==> config.mk <==
export PLATFORM = sky130hd
export DESIGN_NAME = byte_stream_tokenizer_unit_flat
export DESIGN_NICKNAME = d
export VERILOG_FILES = /design/src/hdl/bst_pkg.sv /design/src/hdl/bst_if.sv /design/src/hdl/bst_token_queue.sv /design/src/hdl/byte_stream_tokenizer_unit.sv /design/src/flat_wrapper.sv
export VERILOG_INCLUDE_DIRS = /design/src /design/src/hdl
export SDC_FILE = /design/constraint.sdc
export NUM_CORES = 1
export LEC_CHECK = 0
export BUFFER_PORTS_ARGS = -buffer_cell sky130_fd_sc_hd__buf_2
export CORE_ASPECT_RATIO = 0.8
export CORE_MARGIN = 2
export CORE_UTILIZATION = 65
export CTS_BUF_LIST = sky130_fd_sc_hd__clkbuf_8
export CTS_CLUSTER_SIZE = 12
export DETAILED_ROUTE_END_ITERATION = 10
export PLACE_DENSITY = 0.83
export SLEW_MARGIN = 20
export SYNTH_ARGS = -nofsm -noshare
export SYNTH_HDL_FRONTEND = slang
export SYNTH_SLANG_ARGS = --single-unit
==> constraint.sdc <==
create_clock -name clk -period 10.55 [get_ports clk]
set_input_delay 2.11 -clock clk [delete_from_list [all_inputs] [get_ports clk]]
set_output_delay 2.11 -clock clk [all_outputs]
set_load 0.005 [all_outputs]
==> src/hdl/byte_stream_tokenizer_unit_defines.svh <==
// Assertion helpers for the tokenizer. Both forms share the same ports so that
// a synthesis build can drop the checks by defining SYNTH.
`ifndef BYTE_STREAM_TOKENIZER_UNIT_DEFINES_SVH
`define BYTE_STREAM_TOKENIZER_UNIT_DEFINES_SVH

`ifndef SYNTH
`define BST_ASSERT_IMPLIES(label, clk, rst, cond, prop, msg) \
  label: assert property (@(posedge clk) disable iff (rst) (cond) |-> (prop)) \
    else $error(msg);
`define BST_ASSERT_NEXT(label, clk, rst, cond, prop, msg) \
  label: assert property (@(posedge clk) disable iff (rst) (cond) |=> (prop)) \
    else $error(msg);
`else
`define BST_ASSERT_IMPLIES(label, clk, rst, cond, prop, msg)
`define BST_ASSERT_NEXT(label, clk, rst, cond, prop, msg)
`endif

`endif

==> src/hdl/bst_pkg.sv <==
package bst_pkg;

  localparam int KIND_W   = 6;
  localparam int NUM_KW   = 11;
  localparam int KW_BITS  = 48;

  typedef enum logic [KIND_W-1:0] {
    KIND_LPAREN  = 6'd0,
    KIND_RPAREN  = 6'd1,
    KIND_LBRACK  = 6'd2,
    KIND_RBRACK  = 6'd3,
    KIND_LBRACE  = 6'd4,
    KIND_RBRACE  = 6'd5,
    KIND_COMMA   = 6'd6,
    KIND_SEMI    = 6'd7,
    KIND_DOT     = 6'd8,
    KIND_COLON   = 6'd9,
    KIND_PLUS    = 6'd10,
    KIND_MINUS   = 6'd11,
    KIND_STAR    = 6'd12,
    KIND_SLASH   = 6'd13,
    KIND_ASSIGN  = 6'd14,
    KIND_EQ      = 6'd15,
    KIND_BANG    = 6'd16,
    KIND_NE      = 6'd17,
    KIND_LT      = 6'd18,
    KIND_SHL     = 6'd19,
    KIND_GT      = 6'd20,
    KIND_SHR     = 6'd21,
    KIND_STRING  = 6'd22,
    KIND_NUMBER  = 6'd23,
    KIND_NAME    = 6'd24,
    KIND_LET     = 6'd25,
    KIND_IF      = 6'd26,
    KIND_ELSE    = 6'd27,
    KIND_FOR     = 6'd28,
    KIND_WHILE   = 6'd29,
    KIND_AND     = 6'd30,
    KIND_OR      = 6'd31,
    KIND_TRUE    = 6'd32,
    KIND_FALSE   = 6'd33,
    KIND_FN      = 6'd34,
    KIND_RETURN  = 6'd35,
    KIND_END     = 6'd36,
    KIND_ERROR   = 6'd37
  } kind_t;

  typedef enum logic [2:0] {
    MODE_IDLE    = 3'd0,
    MODE_OP      = 3'd1,
    MODE_COMMENT = 3'd2,
    MODE_STRING  = 3'd3,
    MODE_ESCAPE  = 3'd4,
    MODE_NUMBER  = 3'd5,
    MODE_NAME    = 3'd6
  } mode_t;

  localparam logic [7:0] CH_TAB    = 8'h09;
  localparam logic [7:0] CH_LF     = 8'h0A;
  localparam logic [7:0] CH_CR     = 8'h0D;
  localparam logic [7:0] CH_QUOTE  = 8'h22;
  localparam logic [7:0] CH_BSLASH = 8'h5C;

  // Keyword text with the first character in the low byte, zero padded.
  localparam logic [KW_BITS-1:0] KW_TEXT [NUM_KW] = '{
    48'h0000_0074_656C,  // let
    48'h0000_0000_6669,  // if
    48'h0000_6573_6C65,  // else
    48'h0000_0072_6F66,  // for
    48'h0065_6C69_6877,  // while
    48'h0000_0064_6E61,  // and
    48'h0000_0000_726F,  // or
    48'h0000_6575_7274,  // true
    48'h0065_736C_6166,  // false
    48'h0000_0000_6E66,  // fn
    48'h6E72_7574_6572   // return
  };
  localparam logic [2:0] KW_LEN [NUM_KW] = '{
    3'd3, 3'd2, 3'd4, 3'd3, 3'd5, 3'd3, 3'd2, 3'd4, 3'd5, 3'd2, 3'd6
  };

  function automatic logic digit_byte(input logic [7:0] b);
    return (b >= "0") && (b <= "9");
  endfunction

  function automatic logic letter_byte(input logic [7:0] b);
    return ((b >= "a") && (b <= "z")) || ((b >= "A") && (b <= "Z")) || (b == "_");
  endfunction

  // Kind of a pending operator character, single or doubled form.
  function automatic kind_t op_kind(input logic [7:0] op, input logic dbl);
    kind_t k;
    case (op)
      "/":     k = KIND_SLASH;
      "=":     k = dbl ? KIND_EQ  : KIND_ASSIGN;
      "!":     k = dbl ? KIND_NE  : KIND_BANG;
      "<":     k = dbl ? KIND_SHL : KIND_LT;
      default: k = dbl ? KIND_SHR : KIND_GT;
    endcase
    return k;
  endfunction

  // Second character that turns a pending operator into its two-character form.
  function automatic logic [7:0] op_pair(input logic [7:0] op);
    return ((op == "=") || (op == "!")) ? 8'("=") : op;
  endfunction

endpackage

==> src/hdl/bst_if.sv <==
interface bst_byte_if;
  logic       valid;
  logic       ready;
  logic [7:0] source_byte;
  logic       end_of_input;

  modport source (output valid, output source_byte, output end_of_input, input ready);
  modport sink   (input valid, input source_byte, input end_of_input, output ready);
endinterface

interface bst_token_if #(
  parameter int OFFSET_BITS = 20
);
  logic                        valid;
  logic                        ready;
  logic [bst_pkg::KIND_W-1:0]  token_kind;
  logic [OFFSET_BITS-1:0]      token_start;
  logic [OFFSET_BITS-1:0]      token_length;
  logic [OFFSET_BITS-1:0]      line_number;
  logic                        last_of_run;

  modport source (output valid, output token_kind, output token_start, output token_length,
                  output line_number, output last_of_run, input ready);
  modport sink   (input valid, input token_kind, input token_start, input token_length,
                  input line_number, input last_of_run, output ready);
endinterface

==> src/hdl/bst_token_queue.sv <==
module bst_token_queue #(
  parameter int W     = 68,
  parameter int DEPTH = 4
) (
  input  logic         clk,
  input  logic         rst,
  input  logic [1:0]   push_cnt,
  input  logic [W-1:0] push0,
  input  logic [W-1:0] push1,
  output logic         room,
  output logic         out_valid,
  input  logic         out_ready,
  output logic [W-1:0] out_data
);
  localparam int PTR_W = $clog2(DEPTH);
  localparam int CNT_W = $clog2(DEPTH + 1);

  logic [W-1:0]     mem [DEPTH];
  logic [PTR_W-1:0] wr_ptr;
  logic [PTR_W-1:0] rd_ptr;
  logic [CNT_W-1:0] count;
  logic             pop;

  assign pop       = out_valid && out_ready;
  assign out_valid = (count != '0);
  assign out_data  = mem[rd_ptr];
  // Two free entries are kept so that any beat can be taken without a stall check.
  assign room      = (count <= CNT_W'(DEPTH - 2));

  always_ff @(posedge clk) begin
    if (push_cnt != 2'd0) begin
      mem[wr_ptr] <= push0;
    end
    if (push_cnt == 2'd2) begin
      mem[PTR_W'(wr_ptr + 1'b1)] <= push1;
    end
  end

  always_ff @(posedge clk) begin
    if (rst) begin
      wr_ptr <= '0;
      rd_ptr <= '0;
      count  <= '0;
    end else begin
      wr_ptr <= PTR_W'(wr_ptr + PTR_W'(push_cnt));
      rd_ptr <= PTR_W'(rd_ptr + PTR_W'(pop));
      count  <= CNT_W'(count + CNT_W'(push_cnt) - CNT_W'(pop));
    end
  end
endmodule

==> src/hdl/byte_stream_tokenizer_unit.sv <==
// Streaming tokenizer: one source byte per input beat, tokens out with kind, start offset,
// length and line. A byte is taken in every cycle while the four-entry token queue has two
// free entries; its tokens are registered in the queue. A byte that yields one token or
// none keeps a rate of one byte per cycle while the queue has room; a byte that closes a
// token and also makes its own (two tokens) pushes both at once, so sustained throughput is
// one token per cycle while the receiver is ready, set by the single output port draining
// the queue. After end of input, an unterminated string or an unexpected byte the block
// halts and consumes further beats without producing tokens until reset.
`include "byte_stream_tokenizer_unit_defines.svh"

module byte_stream_tokenizer_unit #(
  parameter int OFFSET_BITS       = 20,
  parameter int KEYWORD_MAX_CHARS = 6
) (
  input  logic         clk,
  input  logic         rst,
  bst_byte_if.sink     byte_in,
  bst_token_if.source  token_out
);
  import bst_pkg::*;

  localparam int OB     = OFFSET_BITS;
  localparam int PRE_W  = 8 * KEYWORD_MAX_CHARS;
  localparam int REC_W  = KIND_W + 3 * OB + 1;

  mode_t             mode, mode_next;
  logic [7:0]        pend_op, pend_op_next;
  logic [PRE_W-1:0]  name_prefix, name_prefix_next;
  logic [OB-1:0]     tok_begin, tok_begin_next;
  logic [OB-1:0]     pos, pos_next;
  logic [OB-1:0]     line, line_next;
  logic [OB-1:0]     run_len, run_len_next;
  logic              seen_dot, seen_dot_next;
  logic              halted, halted_next;

  logic              fire;
  logic [7:0]        b;
  logic              again;
  logic              close_v, own_v;
  kind_t             close_kind, own_kind;
  logic [OB-1:0]     close_start, own_start;
  logic [OB-1:0]     close_len, own_len;
  logic [1:0]        push_cnt;
  logic [REC_W-1:0]  close_rec, own_rec;
  logic [REC_W-1:0]  push0;
  logic [REC_W-1:0]  head;
  logic              room;

  function automatic logic [OB-1:0] sat_inc(input logic [OB-1:0] v);
    return (v == '1) ? v : OB'(v + 1'b1);
  endfunction

  function automatic kind_t name_kind(input logic [PRE_W-1:0] pre, input logic [OB-1:0] len);
    kind_t k;
    k = KIND_NAME;
    for (int i = 0; i < NUM_KW; i++) begin
      if ((len == OB'(KW_LEN[i])) && (pre[KW_BITS-1:0] == KW_TEXT[i])) begin
        k = kind_t'(KIND_W'(KIND_LET) + KIND_W'(i));
      end
    end
    return k;
  endfunction

  assign fire          = byte_in.valid && byte_in.ready;
  assign b             = byte_in.source_byte;
  assign byte_in.ready = room;

  always_comb begin
    mode_next        = mode;
    pend_op_next     = pend_op;
    name_prefix_next = name_prefix;
    tok_begin_next   = tok_begin;
    pos_next         = pos;
    line_next        = line;
    run_len_next     = run_len;
    seen_dot_next    = seen_dot;
    halted_next      = halted;
    again            = 1'b0;
    close_v          = 1'b0;
    close_kind       = KIND_END;
    close_start      = tok_begin;
    close_len        = run_len;
    own_v            = 1'b0;
    own_kind         = KIND_END;
    own_start        = pos;
    own_len          = '0;

    if (fire && !halted) begin
      if (byte_in.end_of_input) begin
        unique case (mode) inside
          MODE_OP: begin
            close_v    = 1'b1;
            close_kind = op_kind(pend_op, 1'b0);
            close_len  = OB'(1);
          end
          MODE_NUMBER: begin
            close_v    = 1'b1;
            close_kind = KIND_NUMBER;
          end
          MODE_NAME: begin
            close_v    = 1'b1;
            close_kind = name_kind(name_prefix, run_len);
          end
          MODE_STRING, MODE_ESCAPE: begin
            close_v    = 1'b1;
            close_kind = KIND_ERROR;
          end
          default: ;
        endcase
        // An unterminated string reports only the error, no end token.
        own_v       = !((mode == MODE_STRING) || (mode == MODE_ESCAPE));
        halted_next = 1'b1;
        mode_next   = MODE_IDLE;
      end else begin
        unique case (mode) inside
          MODE_OP: begin
            mode_next = MODE_IDLE;
            if ((pend_op == "/") && (b == "/")) begin
              mode_next = MODE_COMMENT;
            end else if ((pend_op != "/") && (b == op_pair(pend_op))) begin
              close_v    = 1'b1;
              close_kind = op_kind(pend_op, 1'b1);
              close_len  = OB'(2);
            end else begin
              close_v    = 1'b1;
              close_kind = op_kind(pend_op, 1'b0);
              close_len  = OB'(1);
              again      = 1'b1;
            end
          end
          MODE_COMMENT: begin
            if (b == CH_LF) begin
              line_next = sat_inc(line);
              mode_next = MODE_IDLE;
            end
          end
          MODE_STRING: begin
            if (b == CH_QUOTE) begin
              close_v    = 1'b1;
              close_kind = KIND_STRING;
              mode_next  = MODE_IDLE;
            end else begin
              if (b == CH_BSLASH) begin
                mode_next = MODE_ESCAPE;
              end
              run_len_next = sat_inc(run_len);
            end
          end
          MODE_ESCAPE: begin
            run_len_next = sat_inc(run_len);
            mode_next    = MODE_STRING;
          end
          MODE_NUMBER: begin
            if (digit_byte(b) || ((b == ".") && !seen_dot)) begin
              if (b == ".") begin
                seen_dot_next = 1'b1;
              end
              run_len_next = sat_inc(run_len);
            end else begin
              close_v    = 1'b1;
              close_kind = KIND_NUMBER;
              mode_next  = MODE_IDLE;
              again      = 1'b1;
            end
          end
          MODE_NAME: begin
            if (digit_byte(b) || letter_byte(b)) begin
              for (int i = 0; i < KEYWORD_MAX_CHARS; i++) begin
                if (run_len == OB'(i)) begin
                  name_prefix_next[8*i +: 8] = b;
                end
              end
              run_len_next = sat_inc(run_len);
            end else begin
              close_v    = 1'b1;
              close_kind = name_kind(name_prefix, run_len);
              mode_next  = MODE_IDLE;
              again      = 1'b1;
            end
          end
          default: begin
            mode_next = MODE_IDLE;
            again     = 1'b1;
          end
        endcase

        // The byte starts afresh: either the lexer was idle or it just closed a token.
        if (again) begin
          own_start = pos;
          own_len   = OB'(1);
          case (b) inside
            "(": begin own_v = 1'b1; own_kind = KIND_LPAREN; end
            ")": begin own_v = 1'b1; own_kind = KIND_RPAREN; end
            "[": begin own_v = 1'b1; own_kind = KIND_LBRACK; end
            "]": begin own_v = 1'b1; own_kind = KIND_RBRACK; end
            "{": begin own_v = 1'b1; own_kind = KIND_LBRACE; end
            "}": begin own_v = 1'b1; own_kind = KIND_RBRACE; end
            ",": begin own_v = 1'b1; own_kind = KIND_COMMA; end
            ";": begin own_v = 1'b1; own_kind = KIND_SEMI; end
            ".": begin own_v = 1'b1; own_kind = KIND_DOT; end
            ":": begin own_v = 1'b1; own_kind = KIND_COLON; end
            "+": begin own_v = 1'b1; own_kind = KIND_PLUS; end
            "-": begin own_v = 1'b1; own_kind = KIND_MINUS; end
            "*": begin own_v = 1'b1; own_kind = KIND_STAR; end
            "/", "=", "!", "<", ">": begin
              mode_next      = MODE_OP;
              pend_op_next   = b;
              tok_begin_next = pos;
            end
            " ", CH_CR, CH_TAB: ;
            CH_LF: begin
              line_next = sat_inc(line);
            end
            CH_QUOTE: begin
              mode_next      = MODE_STRING;
              tok_begin_next = OB'(pos + 1'b1);
              run_len_next   = '0;
            end
            ["0":"9"]: begin
              mode_next      = MODE_NUMBER;
              tok_begin_next = pos;
              run_len_next   = OB'(1);
              seen_dot_next  = 1'b0;
            end
            ["a":"z"], ["A":"Z"], "_": begin
              mode_next        = MODE_NAME;
              tok_begin_next   = pos;
              run_len_next     = OB'(1);
              name_prefix_next = PRE_W'(b);
            end
            default: begin
              own_v       = 1'b1;
              own_kind    = KIND_ERROR;
              halted_next = 1'b1;
            end
          endcase
        end
        pos_next = OB'(pos + 1'b1);
      end
    end
  end

  // Every token carries the line as it stood before this byte.
  assign close_rec = {close_kind, close_start, close_len, line, !own_v};
  assign own_rec   = {own_kind, own_start, own_len, line, 1'b1};
  assign push_cnt  = 2'(close_v) + 2'(own_v);
  assign push0     = close_v ? close_rec : own_rec;

  always_ff @(posedge clk) begin
    if (rst) begin
      mode        <= MODE_IDLE;
      pend_op     <= '0;
      name_prefix <= '0;
      tok_begin   <= '0;
      pos         <= '0;
      line        <= OB'(1);
      run_len     <= '0;
      seen_dot    <= 1'b0;
      halted      <= 1'b0;
    end else begin
      mode        <= mode_next;
      pend_op     <= pend_op_next;
      name_prefix <= name_prefix_next;
      tok_begin   <= tok_begin_next;
      pos         <= pos_next;
      line        <= line_next;
      run_len     <= run_len_next;
      seen_dot    <= seen_dot_next;
      halted      <= halted_next;
    end
  end

  bst_token_queue #(
    .W     (REC_W),
    .DEPTH (4)
  ) u_queue (
    .clk       (clk),
    .rst       (rst),
    .push_cnt  (push_cnt),
    .push0     (push0),
    .push1     (own_rec),
    .room      (room),
    .out_valid (token_out.valid),
    .out_ready (token_out.ready),
    .out_data  (head)
  );

  assign token_out.token_kind   = head[REC_W-1 -: KIND_W];
  assign token_out.token_start  = head[3*OB : 2*OB+1];
  assign token_out.token_length = head[2*OB : OB+1];
  assign token_out.line_number  = head[OB : 1];
  assign token_out.last_of_run  = head[0];

  `BST_ASSERT_IMPLIES(a_halted_quiet, clk, rst, halted, push_cnt == 2'd0, "token after halt")
  `BST_ASSERT_NEXT(a_end_halts, clk, rst, fire && byte_in.end_of_input, halted, "end did not halt")
  `BST_ASSERT_NEXT(a_halt_sticky, clk, rst, halted, halted && (pos == $past(pos)), "halt released")
endmodule
==> src/flat_wrapper.sv <==
// flat-port wrapper written by rule: the top's interface ports become plain ports
module byte_stream_tokenizer_unit_flat import bst_pkg::*;
#(
  parameter int OFFSET_BITS       = 20,
  parameter int KEYWORD_MAX_CHARS = 6
)
  (clk, rst, byte_in_valid, byte_in_source_byte, byte_in_end_of_input, byte_in_ready, token_out_valid, token_out_token_kind, token_out_token_start, token_out_token_length, token_out_line_number, token_out_last_of_run, token_out_ready);
  bst_byte_if byte_in_i ();
  bst_token_if #(.OFFSET_BITS(OFFSET_BITS)) token_out_i ();
  input  logic clk;
  input  logic rst;
  input wire logic [$bits(byte_in_i.valid)-1:0] byte_in_valid;
  input wire logic [$bits(byte_in_i.source_byte)-1:0] byte_in_source_byte;
  input wire logic [$bits(byte_in_i.end_of_input)-1:0] byte_in_end_of_input;
  output wire logic [$bits(byte_in_i.ready)-1:0] byte_in_ready;
  output wire logic [$bits(token_out_i.valid)-1:0] token_out_valid;
  output wire logic [$bits(token_out_i.token_kind)-1:0] token_out_token_kind;
  output wire logic [$bits(token_out_i.token_start)-1:0] token_out_token_start;
  output wire logic [$bits(token_out_i.token_length)-1:0] token_out_token_length;
  output wire logic [$bits(token_out_i.line_number)-1:0] token_out_line_number;
  output wire logic [$bits(token_out_i.last_of_run)-1:0] token_out_last_of_run;
  input wire logic [$bits(token_out_i.ready)-1:0] token_out_ready;
  assign byte_in_i.valid = byte_in_valid;
  assign byte_in_i.source_byte = byte_in_source_byte;
  assign byte_in_i.end_of_input = byte_in_end_of_input;
  assign byte_in_ready = byte_in_i.ready;
  assign token_out_valid = token_out_i.valid;
  assign token_out_token_kind = token_out_i.token_kind;
  assign token_out_token_start = token_out_i.token_start;
  assign token_out_token_length = token_out_i.token_length;
  assign token_out_line_number = token_out_i.line_number;
  assign token_out_last_of_run = token_out_i.last_of_run;
  assign token_out_i.ready = token_out_ready;
  byte_stream_tokenizer_unit #(.OFFSET_BITS(OFFSET_BITS), .KEYWORD_MAX_CHARS(KEYWORD_MAX_CHARS)) u_core (.clk(clk), .rst(rst), .byte_in(byte_in_i), .token_out(token_out_i));
endmodule
==> results.cfg, run 1 <==
[drt]
drt-vias-per-instance = 6.75
drt_wl_total_um = 52600
drc = 0
ant_nets = 0
highest_layer = met4
wl_met2_um = 23200
wl_per_cell_um = 22.4
drt-pass1-iter-count = 5
drtIter0Drc = 2161
wl_met1_um = 23000
wl_met3_um = 5350
vias = 15900

[critical_path]
crit_chain = buf_2 -> nor4bb_1 -> a22oi_1 -> o31ai_1 -> o31ai_4 -> a221oi_4 -> o31ai_1 -> nand2_1 -> inv_1 -> ha_1 -> nor2_1 -> a21oi_1 -> buf_4 -> nand2_1 -> clkinv_2
critPathLaunchType = primary input
critical_path.top_delay_family = compound AO/OA/AOI/OAI gates
crit_arrival_ns = 7.51
path_class = in -> reg
cp-end-kind = register
path_buf_inv = 4
crit_fanout = 46
cp_data_required_time_ns = 10.56
slowest_stage = clkinv_2
max_stage_delay_ns = 1.05

[synthesis]
yosysMostFrequentCell = dfxtp_1
postSynthCellCount = 1870
synthTopCellsByCount = dfxtp_1, edfxtp_1, a22o_1, nor2_1, nand2_1
ys_top_cells_by_area = edfxtp_1, dfxtp_1, a22o_1
avgSynthCellArea_sq_um = 10.8
yosysSeqAreaShare = 0.501
yosys.area.top_type = edfxtp_1
synth_top_area_share = 0.272
synth-main-ff-cell = dfxtp_1
synth-seq-cells = 416
ys_async_sr_fraction = 0
netlist_area_sq_um = 20300
synth_cell_types = 86
synth_edf_count = 184
yosys_warnings = 0
syn_nets = 1898

[finish]
antenna_cells = 0
synthToLayoutAreaGrowth_pct = 8.34
nFillCells = 2149
final_cell_area_sq_um = 22000
fin_nets = 1919
layout-drive-gt1-share = 0.157
regArea_sq_um = 10200
multiInputGateArea_sq_um = 9360

[grt]
grt_max_degree = 84
grt_pass1_wl_um = 83200
overflow = 0
grt_usage = 0.322
antenna_found_initial = 0
grt_pass1_vias = 15000

[min_path]
worstHoldPathType = reg -> reg

[placed_design]
gp_congestion = 0.966
dp_hpwl_um = 34900
port_buffers = 81
dpl_cell_area_sq_um = 20800

[cts]
cts_max_path_buffers = 3
postCtsSetupBuffers = 0
clock_sinks = 416
cts_root_buf = clkbuf_8
clk_latency_ns = 0.59
path_clk_slew_ns = 0.06
cts_made_buffers = 66
cts_max_level = 3
cts_tree = done
ctsHoldBuffers = 0
cts_resized = 0

[floorplanning]
die_y_um = 162
die-area_sq_um = 32600
io_pins = 82
start_util = 0.665
die_x_um = 202
rows = 57
core_area_sq_um = 30500

[timing]
layout_min_cycle_time_ns = 7.50
skew_ns = 0.0242
rsz0062_at_grt = no
tns_ns = 0
drv_slew = 0
relSlewSlack = 0.270
tightest_slew_ns = 1.09
finalSetupViolations = 0
fin_crit_sh = 0.711
hold_viol = 0
fmax_mhz = 133

[power]
ir_worst_vdd_uv = 149
power.leakage_nw = 7.84
power_density_nw_per_um2 = 177

[job]
cap_violations = 0

[run_status]
status = complete, no violations
==> power by group <==
part / switching (W) / total (W) / internal (W)
registers: 0.0000860 / 0.00190 / 0.00181
logic: 0.000430 / 0.000737 / 0.000306
clock network: 0.000620 / 0.00127 / 0.000646
total: 0.00114 / 0.00390 / 0.00276
==> worst paths after layout <==
| check | start | endpoint | slack [ns] | depth (start not counted) |
|---|---|---|---|---|
| max | byte_in_source_byte[2] | u_core.u_queue.mem[3][51]$_DFFE_PP_ | 3.05 | 15 |
| min | u_core.name_prefix[47]$_SDFFE_PP0P_ | u_core.name_prefix[47]$_SDFFE_PP0P_ | 0.47 | 1 |
| max reg2reg | u_core.mode[2]$_SDFFE_PP0P_ | u_core.u_queue.mem[3][51]$_DFFE_PP_ | 4.53 | 10 |
| min reg2reg | u_core.name_prefix[47]$_SDFFE_PP0P_ | u_core.name_prefix[47]$_SDFFE_PP0P_ | 0.47 | 1 |
==> worst reg2reg max path, delay by kind of cell, from the launching register on <==
| family | cells | cell delay [ns] |
|---|---|---|
| compound gates | 2 | 0.45 |
| flops | 1 | 0.87 |
| simple gates | 4 | 2.16 |
| buf+inv | 3 | 1.56 |
| fa+ha+maj | 1 | 0.36 |
==> through the flow <==
stage	worst slack (ns)	power, W	instances	util	hold slack [ns]
3_3_place_gp	2.97	0.00264	2236	0.681	0.445
3_5_place_dp	2.73	0.00267	2236	0.681	0.449
2_1_floorplan	3.87	0.00240	1870	-	0.431
5_1_grt	2.70	0.00405	2352	0.720	0.490
6_report	3.05	0.00390	2352	0.720	0.470
4_1_cts	3.34	0.00391	2352	0.720	0.468
==> metal layers <==
metal	vias up	GRT usage
li1	7168	-
met1	7717	0.484
met2	900	0.478
met3	101	0.0634
met4	0	0.0919
met5	-	0
==> layout by cell type, fill, tap and decap left out, types with 11 or more instances in the layout <==
| master | netlist | layout |
|---|---|---|
| mux4_2 | 67 | 67 |
| xnor2_1 | 16 | 16 |
| nor2b_1 | 30 | 30 |
| nand4_1 | 35 | 35 |
| o22ai_1 | 22 | 22 |
| ha_1 | 14 | 14 |
| nor2_1 | 157 | 153 |
| and2_1 | 70 | 70 |
| nor4_1 | 26 | 26 |
| or3_1 | 24 | 24 |
| nand2b_1 | 11 | 11 |
| buf_2 | 19 | 80 |
| a21oi_1 | 53 | 53 |
| nor4bb_1 | 12 | 12 |
| and3_1 | 39 | 39 |
| xor2_1 | 28 | 28 |
| nor3_1 | 29 | 28 |
| a31oi_1 | 16 | 16 |
| o2bb2ai_1 | 22 | 22 |
| clkbuf_8 | 0 | 71 |
| dfxtp_1 | 232 | 230 |
| edfxtp_1 | 184 | 184 |
| mux2i_1 | 15 | 15 |
| inv_1 | 36 | 58 |
| o21ai_0 | 38 | 36 |
| a211oi_1 | 26 | 26 |
| a22o_1 | 180 | 180 |
| nand2_1 | 130 | 130 |
| buf_4 | 5 | 25 |
| nand3_1 | 44 | 44 |
==> cell type report <==
type | count | area share
Sequential cell | 416 | 0.463
Multi-Input combinational cell | 1265 | 0.426
Clock buffer | 71 | 0.0445
Timing Repair Buffer | 105 | 0.0268
Inverter | 37 | 0.00638
Tap cell | 413 | 0.0235
Clock inverter | 45 | 0.00985
==> sequential cells by signal (all words and copies together), names as in the netlist <==
signal                 cells
u_core.name_prefix        48
u_core.u_queue.count       3
u_core.close_start        20
u_core.u_queue.rd_ptr      2
u_core.seen_dot            1
u_core.pos                20
u_core.halted              1
u_core.u_queue.wr_ptr      2
u_core.u_queue.mem       268
u_core.line               20
u_core.run_len            20
u_core.pend_op             8
u_core.mode                3
==> logic make-up (layout without fill, tap and decap cells) <==
logic type                 after synthesis  after routing  share of synthesized area
muxes                                   93             93                     0.0879
AOI/OAI and AO/OA                      436            436                      0.166
and+or+nand+nor                        677            677                      0.178
buffers and inverters                  189            258                     0.0382
DFF                                    416            416                      0.501
xor gates and xnor gates                44             44                     0.0190
adders and majority gates               15             15                    0.00962
Note: power is estimated with default switching activity, not from simulation.
==> inputs of run 2 (changes only) <==
--- a/config.mk
+++ b/config.mk
@@ -6,6 +6,7 @@
 export SDC_FILE = /design/constraint.sdc
 export NUM_CORES = 1
 export LEC_CHECK = 0
+export ABC_AREA = 1
 export BUFFER_PORTS_ARGS = -buffer_cell sky130_fd_sc_hd__buf_2
 export CORE_ASPECT_RATIO = 0.8
 export CORE_MARGIN = 2
==> constraint.sdc (replaced) <==
create_clock -name clk -period 7.65 [get_ports clk]
set_input_delay 1.53 -clock clk [delete_from_list [all_inputs] [get_ports clk]]
set_output_delay 1.53 -clock clk [all_outputs]
set_load 0.005 [all_outputs]
==> results.cfg, run 2 <==
[run_status]
status = complete, no violations

[drt]
wl_per_cell_um = 18.6
ant_nets = 0
drt_wl_total_um = 63100
drc = 0
drt-vias-per-instance = 6.16
vias = 20900
drtIter0Drc = 2687
drt-pass1-iter-count = 7

[placed_design]
pre_cts_slack_ns = 1.33
gp_congestion = 1.01
dpl_cell_area_sq_um = 22300
port_buffers = 81
dp_hpwl_um = 41200

[synthesis]
syn_nets = 2941
yosysSeqAreaShare = 0.463
postSynthCellCount = 2913
netlist_area_sq_um = 22000
yosysMostFrequentCell = nand2_1
synth_edf_count = 184
synth_top_area_share = 0.252
avgSynthCellArea_sq_um = 7.54
synthTopCellsByCount = nand2_1, nor2_1, o21ai_0, inv_1, dfxtp_1
yosys_warnings = 0
synth-main-ff-cell = dfxtp_1
synth-seq-cells = 416
ys_top_cells_by_area = edfxtp_1, dfxtp_1, nand2_1
synth_cell_types = 54
ys_async_sr_fraction = 0
yosys.area.top_type = edfxtp_1

[power]
power.internal_w = 0.00403
p_seq_frac = 0.427
p_clk_frac = 0.300
p_sw_frac = 0.358
power.leakage_nw = 9.68
ir_worst_vdd_uv = 133
power_w = 0.00628
comb_power_share = 0.273
power_density_nw_per_um2 = 266
p_sw_w = 0.00225

[min_path]
whs_path_depth = 2
worstHoldStart = u_core.name_prefix[7]$_SDFFE_PP0P_
worstHoldPathType = reg -> reg

[cts]
cts_root_buf = clkbuf_8
clk_latency_ns = 0.62
ctsHoldBuffers = 0
cts_resized = 0
clock_sinks = 416
path_clk_slew_ns = 0.07
cts_tree = done
cts_max_level = 3
cts_made_buffers = 66
postCtsSetupBuffers = 0
cts_max_path_buffers = 3

[grt]
grt_pass1_wl_um = 100000
overflow = 0
grt_usage = 0.353
grt_pass1_vias = 19200
grt_max_degree = 78
antenna_found_initial = 2

[finish]
largest_reg_flops = 268
regMostFlops = u_core.u_queue.mem
fin_nets = 2938
final_cell_mix = nand2_1, nor2_1, o21ai_0, inv_1, dfxtp_1
largest_registers = u_core.u_queue.mem x268, u_core.name_prefix x48
final_common_cell = nand2_1
synthToLayoutAreaGrowth_pct = 7.56
layout-drive-gt1-share = 0.0911
nFillCells = 2695
final_cell_area_sq_um = 23600

[timing]
hold_viol = 0
tns_ns = 0
skew_ns = 0.0170
finalSetupViolations = 0
fmax_mhz = 170
tightest_slew_ns = 1.03
relSlewSlack = 0.305
drv_slew = 0
fin_ws_ns = 1.76
fin_crit_sh = 0.770
rsz0062_at_grt = no
layout_min_cycle_time_ns = 5.89

[critical_path]
path_buf_inv = 7
slowest_stage = nor3_1
cp_data_required_time_ns = 7.89
critical_path.top_delay_family = buffers and inverters
max_stage_delay_ns = 0.66
crit_chain = buf_2 -> inv_1 -> nand2_1 -> nor2_2 -> nand2_2 -> inv_4 -> nand3_1 -> nand3_1 -> nor2_1 -> nand2_1 -> nand2_2 -> inv_2 -> ha_1 -> inv_1 -> nor3_1 -> inv_1 -> nand2_2 -> buf_4
crit_arrival_ns = 6.13
critPathLaunch = byte_in_source_byte[0]
crit_fanout = 47
critPathLaunchType = primary input
rr_worst_depth = 19
path_depth = 18
cp-end-kind = register
path_class = in -> reg
regToRegStartpoint = u_core.pend_op[7]$_SDFFE_PP0P_

[floorplanning]
start_util = 0.656
io_pins = 82
die_x_um = 209
rows = 60
core_area_sq_um = 33500
die-area_sq_um = 35300
die_y_um = 168

[job]
cap_violations = 0
## run 2: cells by family after synthesis
kind of cell               Yosys count  synth area share
AOI/OAI and AO/OA                  692             0.177
and+or+nand+nor                   1312             0.255
DFF                                416             0.463
buffers and inverters              444            0.0823
xor gates and xnor gates            34            0.0136
adders and majority gates           15           0.00889
## run 2: final timing paths
| check | endpoint | slack, ns |
|---|---|---|
| worst max-delay path | u_core.u_queue.mem[3][9]$_DFFE_PP_ | 1.76 |
| worst min-delay path | u_core.name_prefix[7]$_SDFFE_PP0P_ | 0.45 |
| worst max register to register | u_core.u_queue.mem[3][9]$_DFFE_PP_ | 2.68 |
| worst min register to register | u_core.name_prefix[7]$_SDFFE_PP0P_ | 0.45 |
## run 2: final cells by class
cell class	instances	area, sq um	area share
Tap cell	434	543	0.0230
Timing Repair Buffer	104	578	0.0245
Antenna cell	1	2.50	0.000106
Sequential cell	416	10200	0.431
Clock inverter	48	282	0.0119
Clock buffer	74	1020	0.0431
Multi-Input combinational cell	2053	9990	0.423
Inverter	269	1020	0.0433
## run 2: metal layers
metal / part of all wire / global-route usage
met1: 0.42 / 0.499
met2: 0.44 / 0.540
met3: 0.12 / 0.0839
met4: 0.024 / 0.109
met5: 0.0010 / 0.0110
## run 2: worst min-delay path, cell delays in order, from the launching register on
cell	delay, ns
dfxtp_1	0.30
inv_1	0.06
nor3_1	0.05
## run 2: metrics by stage
step / utilization / std cells / hold WS, ns
final: 0.705 / 3399 / 0.452
after global placement: 0.666 / 3276 / 0.433
after CTS: 0.705 / 3398 / 0.455
after detailed placement: 0.666 / 3276 / 0.442
after global routing: 0.705 / 3399 / 0.481
after floorplan: - / 2913 / 0.421
## run 2: power by group through the flow
stage	Combinational [W]	Clock, W	Sequential [W]
after floorplan	0.00112	0	0.00266
after global placement	0.00162	0	0.00271
after detailed placement	0.00167	0	0.00272
after CTS	0.00168	0.00190	0.00268
after global routing	0.00188	0.00199	0.00270
final	0.00171	0.00188	0.00268
